**src/sv/kls_pkg.sv**
```systemverilog
// Package: shared constants, types and the population count function of the keypad line probe scan.
`timescale 1ns / 1ps
`default_nettype none

package kls_pkg;

  // Number of keypad lines; lines at or above this count are ignored
  localparam int LINE_COUNT = 16;

  // Mask of the lines that exist
  localparam logic [15:0] LINE_SPAN =
    (LINE_COUNT >= 16) ? 16'hFFFF : 16'((64'd1 << LINE_COUNT) - 64'd1);

  // Configuration register indexes
  localparam int CFG_IDX_W = 1;
  localparam logic [CFG_IDX_W-1:0] CFG_CONFIGURED_LINES = 1'd0;
  localparam logic [CFG_IDX_W-1:0] CFG_ACTIVE_LOW_LINES = 1'd1;

  // Reset values of the configuration registers
  localparam logic [15:0] CONFIGURED_RESET = 16'h0000;
  localparam logic [15:0] ACTIVE_LOW_RESET = 16'hFFFF;

  // Outcome of one probe step
  typedef struct packed {
    logic        last_step;
    logic        has_hits;
    logic [3:0]  strobe_line;
    logic [15:0] drive_bit;
    logic [15:0] hit_bits;
    logic [3:0]  hit_total;
  } probe_t;

  // Scan summary, all zero unless scan_done
  typedef struct packed {
    logic        scan_done;
    logic [15:0] activity_mask;
    logic [4:0]  activity_count;
    logic        best_found;
    logic [3:0]  best_drive;
    logic [15:0] best_mask;
    logic [3:0]  best_count;
  } summary_t;

  // Population count of 16 bits as an adder tree
  function automatic logic [4:0] ones16(input logic [15:0] v);
    logic [1:0] s1 [8];
    logic [2:0] s2 [4];
    logic [3:0] s3 [2];
    for (int i = 0; i < 8; i++) begin
      s1[i] = {1'b0, v[2*i]} + {1'b0, v[2*i+1]};
    end
    for (int i = 0; i < 4; i++) begin
      s2[i] = {1'b0, s1[2*i]} + {1'b0, s1[2*i+1]};
    end
    for (int i = 0; i < 2; i++) begin
      s3[i] = {1'b0, s2[2*i]} + {1'b0, s2[2*i+1]};
    end
    return {1'b0, s3[0]} + {1'b0, s3[1]};
  endfunction

endpackage

`default_nettype wire

```
**src/sv/kls_in_if.sv**
```systemverilog
// Interface: input channel carrying one probe step item.
`timescale 1ns / 1ps
`default_nettype none

interface kls_in_if;
  logic        valid;
  logic        ready;
  logic [3:0]  strobe_line;
  logic [15:0] sense_levels;
  logic        last_step;

  modport source (output valid, output strobe_line, output sense_levels,
                  output last_step, input ready);
  modport sink (input valid, input strobe_line, input sense_levels,
                input last_step, output ready);
endinterface

`default_nettype wire

```
**src/sv/kls_out_if.sv**
```systemverilog
// Interface: result channel carrying one probe result item.
`timescale 1ns / 1ps
`default_nettype none

interface kls_out_if;
  logic        valid;
  logic        ready;
  logic [15:0] hit_bits;
  logic [3:0]  hit_total;
  logic        scan_done;
  logic [15:0] activity_mask;
  logic [4:0]  activity_count;
  logic        best_found;
  logic [3:0]  best_drive;
  logic [15:0] best_mask;
  logic [3:0]  best_count;

  modport source (output valid, output hit_bits, output hit_total, output scan_done,
                  output activity_mask, output activity_count, output best_found,
                  output best_drive, output best_mask, output best_count,
                  input ready);
  modport sink (input valid, input hit_bits, input hit_total, input scan_done,
                input activity_mask, input activity_count, input best_found,
                input best_drive, input best_mask, input best_count,
                output ready);
endinterface

`default_nettype wire

```
**src/sv/kls_probe.sv**
```systemverilog
// Probe step logic: polarity correction, hit masking and hit count.
`timescale 1ns / 1ps
`default_nettype none

module kls_probe (
  input  wire logic [3:0]    strobe_line,
  input  wire logic [15:0]   sense_levels,
  input  wire logic          last_step,
  input  wire logic [15:0]   configured_lines,
  input  wire logic [15:0]   active_low_lines,
  output kls_pkg::probe_t    probe
);

  logic [15:0] cfg;
  logic [15:0] active;
  logic [15:0] drive_bit;
  logic [15:0] hits;
  logic [4:0]  count;

  // Driven line decode; lines beyond the span give no bit
  always_comb begin
    cfg       = configured_lines & kls_pkg::LINE_SPAN;
    active    = (sense_levels ^ active_low_lines) & kls_pkg::LINE_SPAN;
    drive_bit = (16'd1 << strobe_line) & kls_pkg::LINE_SPAN;
    hits      = '0;
    if ((cfg & drive_bit) != 16'd0) begin
      hits = active & cfg & ~drive_bit;
    end
    count = kls_pkg::ones16(hits);
  end

  // Pack the step outcome
  always_comb begin
    probe.last_step   = last_step;
    probe.has_hits    = (hits != 16'd0);
    probe.strobe_line = strobe_line;
    probe.drive_bit   = drive_bit;
    probe.hit_bits    = hits;
    probe.hit_total   = count[3:0];  // driven line never counts, so at most 15
  end

endmodule

`default_nettype wire

```
**src/sv/kls_accum.sv**
```systemverilog
// Scan accumulator: activity mask, strongest probe and end-of-scan summary.
`timescale 1ns / 1ps
`default_nettype none

module kls_accum (
  input  wire logic          clk,
  input  wire logic          rst_n,
  input  wire logic          step_en,
  input  wire kls_pkg::probe_t probe,
  output kls_pkg::summary_t  summary
);

  logic [15:0] seen_r,  seen_nxt;
  logic        top_valid_r, top_valid_nxt;
  logic [3:0]  top_line_r,  top_line_nxt;
  logic [15:0] top_hits_r,  top_hits_nxt;
  logic [3:0]  top_count_r, top_count_nxt;

  // State after this step, before any end-of-scan clear
  always_comb begin
    seen_nxt      = seen_r;
    top_valid_nxt = top_valid_r;
    top_line_nxt  = top_line_r;
    top_hits_nxt  = top_hits_r;
    top_count_nxt = top_count_r;
    if (probe.has_hits) begin
      seen_nxt = seen_r | probe.drive_bit | probe.hit_bits;
      if (probe.hit_total > top_count_r) begin
        top_valid_nxt = 1'b1;
        top_line_nxt  = probe.strobe_line;
        top_hits_nxt  = probe.hit_bits;
        top_count_nxt = probe.hit_total;
      end
    end
  end

  // Summary includes this step; zero except on the last step
  always_comb begin
    summary = '0;
    if (probe.last_step) begin
      summary.scan_done      = 1'b1;
      summary.activity_mask  = seen_nxt;
      summary.activity_count = kls_pkg::ones16(seen_nxt);
      summary.best_found     = top_valid_nxt;
      summary.best_drive     = top_line_nxt;
      summary.best_mask      = top_hits_nxt;
      summary.best_count     = top_count_nxt;
    end
  end

  // Scan state, cleared after the last step
  always_ff @(posedge clk) begin
    if (!rst_n || (step_en && probe.last_step)) begin
      seen_r      <= '0;
      top_valid_r <= 1'b0;
      top_line_r  <= '0;
      top_hits_r  <= '0;
      top_count_r <= '0;
    end else if (step_en) begin
      seen_r      <= seen_nxt;
      top_valid_r <= top_valid_nxt;
      top_line_r  <= top_line_nxt;
      top_hits_r  <= top_hits_nxt;
      top_count_r <= top_count_nxt;
    end
  end

endmodule

`default_nettype wire

```
**src/sv/keypad_line_probe_scan.sv**
```systemverilog
// Top level: keypad line probe scan with input and result registers.
//
//  Channel  Direction  Handshake        Contents
//  in_ch    sink       valid / ready    strobe_line, sense_levels, last_step
//  out_ch   source     valid / ready    hit mask and count, scan summary
//  cfg_*    sink       cfg_we           cfg_index, cfg_data (16 bits)
//
// One item per cycle sustained while out_ch is ready; an item passes the item register, then the result register.
// Item register feeds the probe logic and accumulator, which load the result register.
// Synchronous active-low reset clears scan state and sets the config reset values.
// With the result stalled, one further item is held in the item register.
`timescale 1ns / 1ps
`default_nettype none

module keypad_line_probe_scan (
  input  wire logic                          clk,
  input  wire logic                          rst_n,
  kls_in_if.sink                             in_ch,
  kls_out_if.source                          out_ch,
  input  wire logic                          cfg_we,
  input  wire logic [kls_pkg::CFG_IDX_W-1:0] cfg_index,
  input  wire logic [15:0]                   cfg_data
);

  logic [15:0] configured_r;
  logic [15:0] active_low_r;

  logic        in_valid_r;
  logic [3:0]  drive_r;
  logic [15:0] levels_r;
  logic        last_r;

  logic        out_valid_r;
  logic [15:0] hit_bits_r;
  logic [3:0]  hit_total_r;
  kls_pkg::summary_t summary_r;

  logic        advance;
  kls_pkg::probe_t   probe;
  kls_pkg::summary_t summary;

  // Configuration registers
  always_ff @(posedge clk) begin
    if (!rst_n) begin
      configured_r <= kls_pkg::CONFIGURED_RESET;
      active_low_r <= kls_pkg::ACTIVE_LOW_RESET;
    end else if (cfg_we) begin
      case (cfg_index)
        kls_pkg::CFG_CONFIGURED_LINES: configured_r <= cfg_data;
        kls_pkg::CFG_ACTIVE_LOW_LINES: active_low_r <= cfg_data;
        default: ;
      endcase
    end
  end

  // Handshake: item moves on when the result register is free or emptying
  assign advance     = in_valid_r && (!out_valid_r || out_ch.ready);
  assign in_ch.ready = !in_valid_r || advance;

  // Item register
  always_ff @(posedge clk) begin
    if (!rst_n) begin
      in_valid_r <= 1'b0;
    end else if (in_ch.ready) begin
      in_valid_r <= in_ch.valid;
    end
  end

  always_ff @(posedge clk) begin
    if (in_ch.valid && in_ch.ready) begin
      drive_r  <= in_ch.strobe_line;
      levels_r <= in_ch.sense_levels;
      last_r   <= in_ch.last_step;
    end
  end

  kls_probe u_probe (
    .strobe_line      (drive_r),
    .sense_levels     (levels_r),
    .last_step        (last_r),
    .configured_lines (configured_r),
    .active_low_lines (active_low_r),
    .probe            (probe)
  );

  kls_accum u_accum (
    .clk     (clk),
    .rst_n   (rst_n),
    .step_en (advance),
    .probe   (probe),
    .summary (summary)
  );

  // Result register
  always_ff @(posedge clk) begin
    if (!rst_n) begin
      out_valid_r <= 1'b0;
    end else if (advance) begin
      out_valid_r <= 1'b1;
    end else if (out_ch.ready) begin
      out_valid_r <= 1'b0;
    end
  end

  always_ff @(posedge clk) begin
    if (advance) begin
      hit_bits_r  <= probe.hit_bits;
      hit_total_r <= probe.hit_total;
      summary_r   <= summary;
    end
  end

  // Result channel
  assign out_ch.valid          = out_valid_r;
  assign out_ch.hit_bits       = hit_bits_r;
  assign out_ch.hit_total      = hit_total_r;
  assign out_ch.scan_done      = summary_r.scan_done;
  assign out_ch.activity_mask  = summary_r.activity_mask;
  assign out_ch.activity_count = summary_r.activity_count;
  assign out_ch.best_found     = summary_r.best_found;
  assign out_ch.best_drive     = summary_r.best_drive;
  assign out_ch.best_mask      = summary_r.best_mask;
  assign out_ch.best_count     = summary_r.best_count;

endmodule

`default_nettype wire

```
**src/flat_wrapper.sv**
```systemverilog
// flat-port wrapper written by rule: the top's interface ports become plain ports
module keypad_line_probe_scan_flat 
  (clk, rst_n, cfg_we, cfg_index, cfg_data, in_ch_valid, in_ch_strobe_line, in_ch_sense_levels, in_ch_last_step, in_ch_ready, out_ch_valid, out_ch_hit_bits, out_ch_hit_total, out_ch_scan_done, out_ch_activity_mask, out_ch_activity_count, out_ch_best_found, out_ch_best_drive, out_ch_best_mask, out_ch_best_count, out_ch_ready);
  kls_in_if in_ch_i ();
  kls_out_if out_ch_i ();
  input  wire logic clk;
  input  wire logic rst_n;
  input  wire logic cfg_we;
  input  wire logic [kls_pkg::CFG_IDX_W-1:0] cfg_index;
  input  wire logic [15:0] cfg_data;
  input wire logic [$bits(in_ch_i.valid)-1:0] in_ch_valid;
  input wire logic [$bits(in_ch_i.strobe_line)-1:0] in_ch_strobe_line;
  input wire logic [$bits(in_ch_i.sense_levels)-1:0] in_ch_sense_levels;
  input wire logic [$bits(in_ch_i.last_step)-1:0] in_ch_last_step;
  output wire logic [$bits(in_ch_i.ready)-1:0] in_ch_ready;
  output wire logic [$bits(out_ch_i.valid)-1:0] out_ch_valid;
  output wire logic [$bits(out_ch_i.hit_bits)-1:0] out_ch_hit_bits;
  output wire logic [$bits(out_ch_i.hit_total)-1:0] out_ch_hit_total;
  output wire logic [$bits(out_ch_i.scan_done)-1:0] out_ch_scan_done;
  output wire logic [$bits(out_ch_i.activity_mask)-1:0] out_ch_activity_mask;
  output wire logic [$bits(out_ch_i.activity_count)-1:0] out_ch_activity_count;
  output wire logic [$bits(out_ch_i.best_found)-1:0] out_ch_best_found;
  output wire logic [$bits(out_ch_i.best_drive)-1:0] out_ch_best_drive;
  output wire logic [$bits(out_ch_i.best_mask)-1:0] out_ch_best_mask;
  output wire logic [$bits(out_ch_i.best_count)-1:0] out_ch_best_count;
  input wire logic [$bits(out_ch_i.ready)-1:0] out_ch_ready;
  assign in_ch_i.valid = in_ch_valid;
  assign in_ch_i.strobe_line = in_ch_strobe_line;
  assign in_ch_i.sense_levels = in_ch_sense_levels;
  assign in_ch_i.last_step = in_ch_last_step;
  assign in_ch_ready = in_ch_i.ready;
  assign out_ch_valid = out_ch_i.valid;
  assign out_ch_hit_bits = out_ch_i.hit_bits;
  assign out_ch_hit_total = out_ch_i.hit_total;
  assign out_ch_scan_done = out_ch_i.scan_done;
  assign out_ch_activity_mask = out_ch_i.activity_mask;
  assign out_ch_activity_count = out_ch_i.activity_count;
  assign out_ch_best_found = out_ch_i.best_found;
  assign out_ch_best_drive = out_ch_i.best_drive;
  assign out_ch_best_mask = out_ch_i.best_mask;
  assign out_ch_best_count = out_ch_i.best_count;
  assign out_ch_i.ready = out_ch_ready;
  keypad_line_probe_scan u_core (.clk(clk), .rst_n(rst_n), .in_ch(in_ch_i), .out_ch(out_ch_i), .cfg_we(cfg_we), .cfg_index(cfg_index), .cfg_data(cfg_data));
endmodule
```
**config.mk**
```make
export PLATFORM = sky130hd
export DESIGN_NAME = keypad_line_probe_scan_flat
export DESIGN_NICKNAME = d
export VERILOG_FILES = /design/src/sv/kls_pkg.sv /design/src/sv/kls_in_if.sv /design/src/sv/kls_out_if.sv /design/src/sv/kls_probe.sv /design/src/sv/kls_accum.sv /design/src/sv/keypad_line_probe_scan.sv /design/src/flat_wrapper.sv
export SDC_FILE = /design/constraint.sdc
export NUM_CORES = 1
export LEC_CHECK = 0
export BUFFER_PORTS_ARGS = -buffer_cell sky130_fd_sc_hd__clkbuf_2
export CAP_MARGIN = 20
export CORE_UTILIZATION = 25
export DETAILED_ROUTE_END_ITERATION = 8
export PLACE_DENSITY = 0.51
export SLEW_MARGIN = 40
export SYNTH_ARGS = -nofsm -noshare
export SYNTH_HDL_FRONTEND = slang
export SYNTH_HIERARCHICAL = 1
export SYNTH_SLANG_ARGS = --single-unit
```
**constraint.sdc**
```tcl
create_clock -name clk -period 7.2 [get_ports clk]
set_clock_uncertainty 0.15 [all_clocks]
set_input_delay 0 -clock clk [delete_from_list [all_inputs] [get_ports clk]]
set_output_delay 0 -clock clk [all_outputs]
set_load 0.03 [all_outputs]
```
### Word level (Yosys, flattened, before mapping)

Index checks and enable logic that the tools add are counted.
W data, S select, Z words.

| storage, ports and cells | value |
|---|---|
| word-level logic and storage cells | 88 |
| bits of input ports | 43 |
| flip-flop bits (word level) | 163 |
| output and inout bits | 69 |

| cells by class | value |
|---|---|
| $add $sub $neg | 30 |
| reduce and logical (&&, ||, !) cells | 14 |
| bitwise logic cells | 8 |
| magnitude comparators | 1 |
| muxes and demuxes | 13 |
| shift operators | 1 |

Operators with widths:

| cell | count |
|---|---|
| $mux W16 | 4 |
| $and A16 B16 Y16 | 3 |
| $mux W47 | 1 |
| $add A1 B1 Y2 | 16 |
| $or A16 B16 Y16 | 2 |
| $reduce_bool A16 Y1 | 2 |
| $add A2 B2 Y3 | 8 |
| $add A3 B3 Y4 | 4 |
| $mux W4 | 4 |
| $not A16 Y16 | 1 |
| $shl A1 B4 Y16 const A | 1 |
| $xor A16 B16 Y16 | 1 |
| $add A4 B4 Y5 | 1 |
| $add A4 B4 Y4 | 1 |
| $gt A4 B4 Y1 | 1 |
| $mux W1 | 4 |
| $reduce_and A2 Y1 | 2 |
| $logic_and A1 B1 Y1 | 3 |
| $logic_not A1 Y1 | 3 |
| $logic_or A1 B1 Y1 | 3 |
| $reduce_bool A2 Y1 | 1 |
| $not A1 Y1 | 1 |

### Depth between registers and ports, before layout

| logic depth | value |
|---|---|
| depth after elaboration | 12 |
| depth in mapped cells | 28 |
| mapped depth without buffers | 23 |

### Modules after synthesis

The synthesis kept the hierarchy.

Modules (own cells, without submodules):

| module | cells each | times used | area an instance (sq um) | sequential area each (sq um) |
|---|---|---|---|---|
| keypad_line_probe_scan | 241 | 1 | 4087.7 | 3323.2 |
| kls_accum | 354 | 1 | 2842.7 | 820.8 |
| kls_probe | 173 | 1 | 1229.9 | 0.0 |

### Least setup slack after synthesis

OpenSTA, ideal clock, no wires.

| timing path | value |
|---|---|
| path type | reg-to-reg |
| start point | register u_core.drive_r[2] |
| end point | register u_core.u_accum.top_hits_r[8] |
| cell stages (with the launch flop) | 29 |
| setup time | 0.072 ns |
| path slack | 0.775 ns |
| period minus slack after synthesis | 6.425 ns |
| data arrival time | 6.203 ns |
| required time | 6.978 ns |
| buffers on the path | 6 |
| cells stage by stage | edfxtp_1 > buf_6 > nand2b_1 > buf_6 > o32ai_2 > o21ai_0 > and3_1 > buf_6 > buf_6 > buf_6 > nor3_1 > fa_1 > inv_1 > fa_1 > inv_1 > fa_1 > inv_1 > fa_1 > inv_1 > ha_1 > inv_1 > fa_1 > xnor2_1 > ha_1 > nand4_1 > nand3_2 > a21oi_4 > buf_12 > mux2i_1 |

RTL lines:

| item | RTL line | RTL |
|---|---|---|
| start: declaration | keypad_line_probe_scan.sv:29 | `logic [3:0] drive_r;` |
| start signal: assignment | keypad_line_probe_scan.sv:71 | `drive_r <= in_ch.strobe_line;` |
| end signal: assignment | kls_accum.sv:63 | `top_hits_r <= top_hits_nxt;` |
| end: declaration | kls_accum.sv:16 | `logic [15:0] top_hits_r, top_hits_nxt;` |

==> key figures <==
Timing
  • Endpoints failing setup: 0
  • Tcrit/Tclk final: 94.7%
  • Setup TNS: 0 ns
  • RSZ-0062 raised after global routing: false
  • Final hold viol count: 0
  • Worst slew margin: 48.5%
  • Measured slew at the worst slew-check pin: 0.766 ns
  • Fin crit period: 6.82 ns
  • Pins Over Slew Limit: 0
  • Fmax: 147 MHz

Pwr
  • Clock share of power: 41.7%
  • Flop pwr share: 48.9%
  • Gate power share: 9.4%
  • P_leak: 3.96 nW
  • Net Sw Power: 0.000540 W
  • P_int: 0.00156 W
  • Net Sw Frac: 25.8%
  • Peak VDD IR: 0.313 mV
  • Pwr dens: 208 nW/um2

Critical path
  • Setup crit start: u_core/drive_r[2]
  • Setup Crit Path Kind: flop to flop
  • CP endpoint: u_core/out_ch.best_mask[9]
  • Type of origin of the critical path: flop
  • Arrival @ worst endpoint: 6.95 ns
  • Worst R2R Start: u_core/drive_r[2]
  • Critical path capture point type: flop
  • FF-to-FF End: u_core/out_ch.best_mask[9]
  • Data required, critical path: 7.33 ns
  • R2r setup slk: 0.38 ns
  • CP Max Fanout: 19
  • Worst r2r path cells: 24

Clocking
  • CTS clk-pin slew, worst paths: 0.07 ns
  • Clk_lat worst skew: 0.44 ns
  • Post-CTS setup buffer count: 0
  • Clk sinks: 163
  • # H-tree levels: 4
  • Root Driver: clkbuf_16
  • Clock buffer depth: 2
  • TritonCTS Buffers: 17
  • CTS tree: done

Detailed routing
  • Routed WL: 20600 um
  • Via count: 5798
  • Via density: 4.25
  • DR WL/cell: 15.1 um
  • 1st-iter DRT viols: 356
  • DRC violations left: 0
  • DRT Pass-1 Iters: 5
  • Antenna Nets Post-Route: 0

Global route
  • Largest net degree at the start of global routing: 73
  • Total grt overflow: 0
  • Antenna violations before repair: 0
  • Vias in the first global route: 5658
  • First-pass GRT wire length: 32200 um
  • Global-route usage over all layers: 12.8%

Logic synthesis
  • Async SR Flop Fraction: 0%
  • Synth top area share: 32.4%
  • Synth Instances: 768
  • Netlist cell types: 48
  • Mapped Avg Cell Area: 10.6 um2
  • Flops & latches, synth: 163
  • Top post-synthesis cells by area: edfxtp_1 (32%), dfxtp_1 (18%), mux2i_1 (8.1%)
  • Number of flops mapped to enable cells by yosys: 88
  • Top cells by count, synth: nand2_1 (153), edfxtp_1 (88), dfxtp_1 (75)
  • Area of the mapped netlist: 8160 um2
  • Synth warn: 6
  • Cell taking the most area after synthesis: edfxtp_1
  • Synth Net Count: 846
  • Main synth FF type: edfxtp_1
  • Most frequent cell after synthesis: nand2_1
  • Post-synthesis sequential area ratio: 50.8%

Place
  • Post-Place Cells: 1287
  • Gpl congestion: 0.804
  • Placed instance area: 9070 um2
  • I/O Buffers: 111
  • Post-detail-place hpwl: 14500 um

Run status
  • Status: finished, final reports clean

Cells and area
  • Filler-free cell count of the finished design: 1363
  • Layout cells sized above 1: 21.0%
  • ANT cells: 0
  • P&R area growth vs syn: 23.7%
  • Fillers: 3273
  • # nets final: 993
  • Post-route cell area: 10100 um2

Floorplan
  • Initial Util: 25.7%
  • Num ports: 112
  • Die Y: 183 um
  • Chip Width: 183 um
  • Row count: 65
  • Core ar.: 31800 um2
  • Overall die area: 33400 um2

Min path
  • HP Class: primary input to flop

Job
  • Number of max-cap violations: 0
==> power groups by stage <==
stage	Combinational [W]	Clock [W]	Sequential (W)
final	0.000197	0.000875	0.00103
after global routing	0.000215	0.000940	0.00103
after CTS	0.000197	0.000903	0.00103
after detailed placement	0.000177	0	0.00105
after global placement	0.000177	0	0.00105
after floorplan	0.000107	0	0.00107
==> layout by cell type (no fill, tap or decap), types with 2 or more instances in the layout <==
cell type and n:
nand2_1 153, clkbuf_2 111, edfxtp_1 88, dfxtp_1 75
mux2i_1 66, inv_1 61, nor2_1 49, dlygate4sd3_1 44
nand3_1 22, buf_4 22, fa_1 20, o21a_1 19
nor2b_1 18, o21ai_0 18, nor3_1 18, clkbuf_16 17
xor2_1 17, ha_1 15, o211ai_2 10, or3_1 10
o211ai_1 7, clkinv_4 6, a21oi_1 6, clkinvlp_4 4
and2_1 4, nor2b_4 3, xnor2_1 3, nand2b_1 3
nor3_2 3, clkinv_2 2, a21oi_2 2, a21o_1 2
nand4_1 2, a21oi_4 2, mux4_2 2, a32oi_1 2
==> flip-flops by register name, indices dropped and copies added (netlist names), 5 cells and up <==
register	flops
u_core/active_low_r	16
u_core/configured_r	16
u_core/levels_r	16
u_core/out_ch.activity_mask	16
u_core/out_ch.best_mask	16
u_core/out_ch.hit_bits	16
u_core/u_accum/seen_r	16
u_core/u_accum/top_hits_r	16
u_core/out_ch.activity_count	5
==> layer usage <==
layer	up-vias	GRT usage, %	part of all wire, %
li1	2867	-	-
met1	2794	17.5	49
met2	124	19.8	46
met3	13	2.99	3.8
met4	0	3.87	1.1
met5	-	0	0
==> worst min-delay path by stage <==
stage                           start                  end  slack (ns)  cells past startpoint
4_1_cts        in_ch_sense_levels[15]  u_core/levels_r[15]         0.1                      2
2_1_floorplan    in_ch_strobe_line[0]    u_core/drive_r[0]       -0.05                      0
3_3_place_gp   in_ch_sense_levels[10]  u_core/levels_r[10]        0.03                      1
3_5_place_dp   in_ch_sense_levels[12]  u_core/levels_r[12]        0.03                      1
6_report       in_ch_sense_levels[15]  u_core/levels_r[15]        0.12                      2
5_1_grt        in_ch_sense_levels[14]  u_core/levels_r[14]        0.10                      2
==> timing repair <==
| action | 4_1_cts | 5_1_grt |
|---|---|---|
| hold buffers | 44 | 0 |
| hold endpoints to repair | 55 | 0 |
| setup endpoints to repair | 0 | 1 |
| gates resized for setup | 0 | 2 |
==> logic make-up after synthesis <==
family                     count (synthesis)  synth area share [%]
muxes                                     68                  8.65
adders and majority gates                 35                  7.21
xor gates and xnor gates                  20                  2.15
AOI/OAI and AO/OA                         80                  7.77
DFF                                      163                  50.8
buffers and inverters                    111                  7.65
and+or+nand+nor                          291                  15.8
==> critical path, cell delays in order (launching register included) <==
cell      delay (ns)
edfxtp_1        0.52
nand2b_1        0.25
o32ai_2         0.23
o21ai_0         0.09
and3_1          0.24
buf_4           0.25
nor3_1          0.60
fa_1            0.53
inv_1           0.09
fa_1            0.41
inv_1           0.07
fa_1            0.40
inv_1           0.07
fa_1            0.40
inv_1           0.06
ha_1            0.15
inv_1           0.06
fa_1            0.43
xnor2_1         0.21
ha_1            0.31
nand4_1         0.15
nand2_1         0.11
a21oi_4         0.28
buf_4           0.34
mux2i_1         0.24
==> area by class of cell <==
cell class / count / area [um2] / share of cell area [%]
clock buffers: 17 / 425 / 4.22
clock inverters: 15 / 138 / 1.36
inverters: 61 / 229 / 2.27
multi-input cells: 494 / 3440 / 34.1
flip-flops and latches: 163 / 4140 / 41.1
well taps: 435 / 544 / 5.39
repair buffers: 178 / 1170 / 11.6
==> through the flow <==
| step | power, W | hold WS (ns) | worst slack, ns | utilization (%) |
|---|---|---|---|---|
| finish | 0.00210 | 0.120 | 0.385 | 31.7 |
| global route | 0.00218 | 0.102 | 0.0103 | 31.7 |
| CTS | 0.00213 | 0.0956 | 0.363 | 31.7 |
| detailed placement | 0.00123 | 0.0286 | 0.365 | 28.5 |
| global placement | 0.00122 | 0.0271 | 0.268 | 28.5 |
| floorplan | 0.00117 | -0.0511 | 0.775 | - |
No activity file was read; power rests on OpenSTA's default activity.
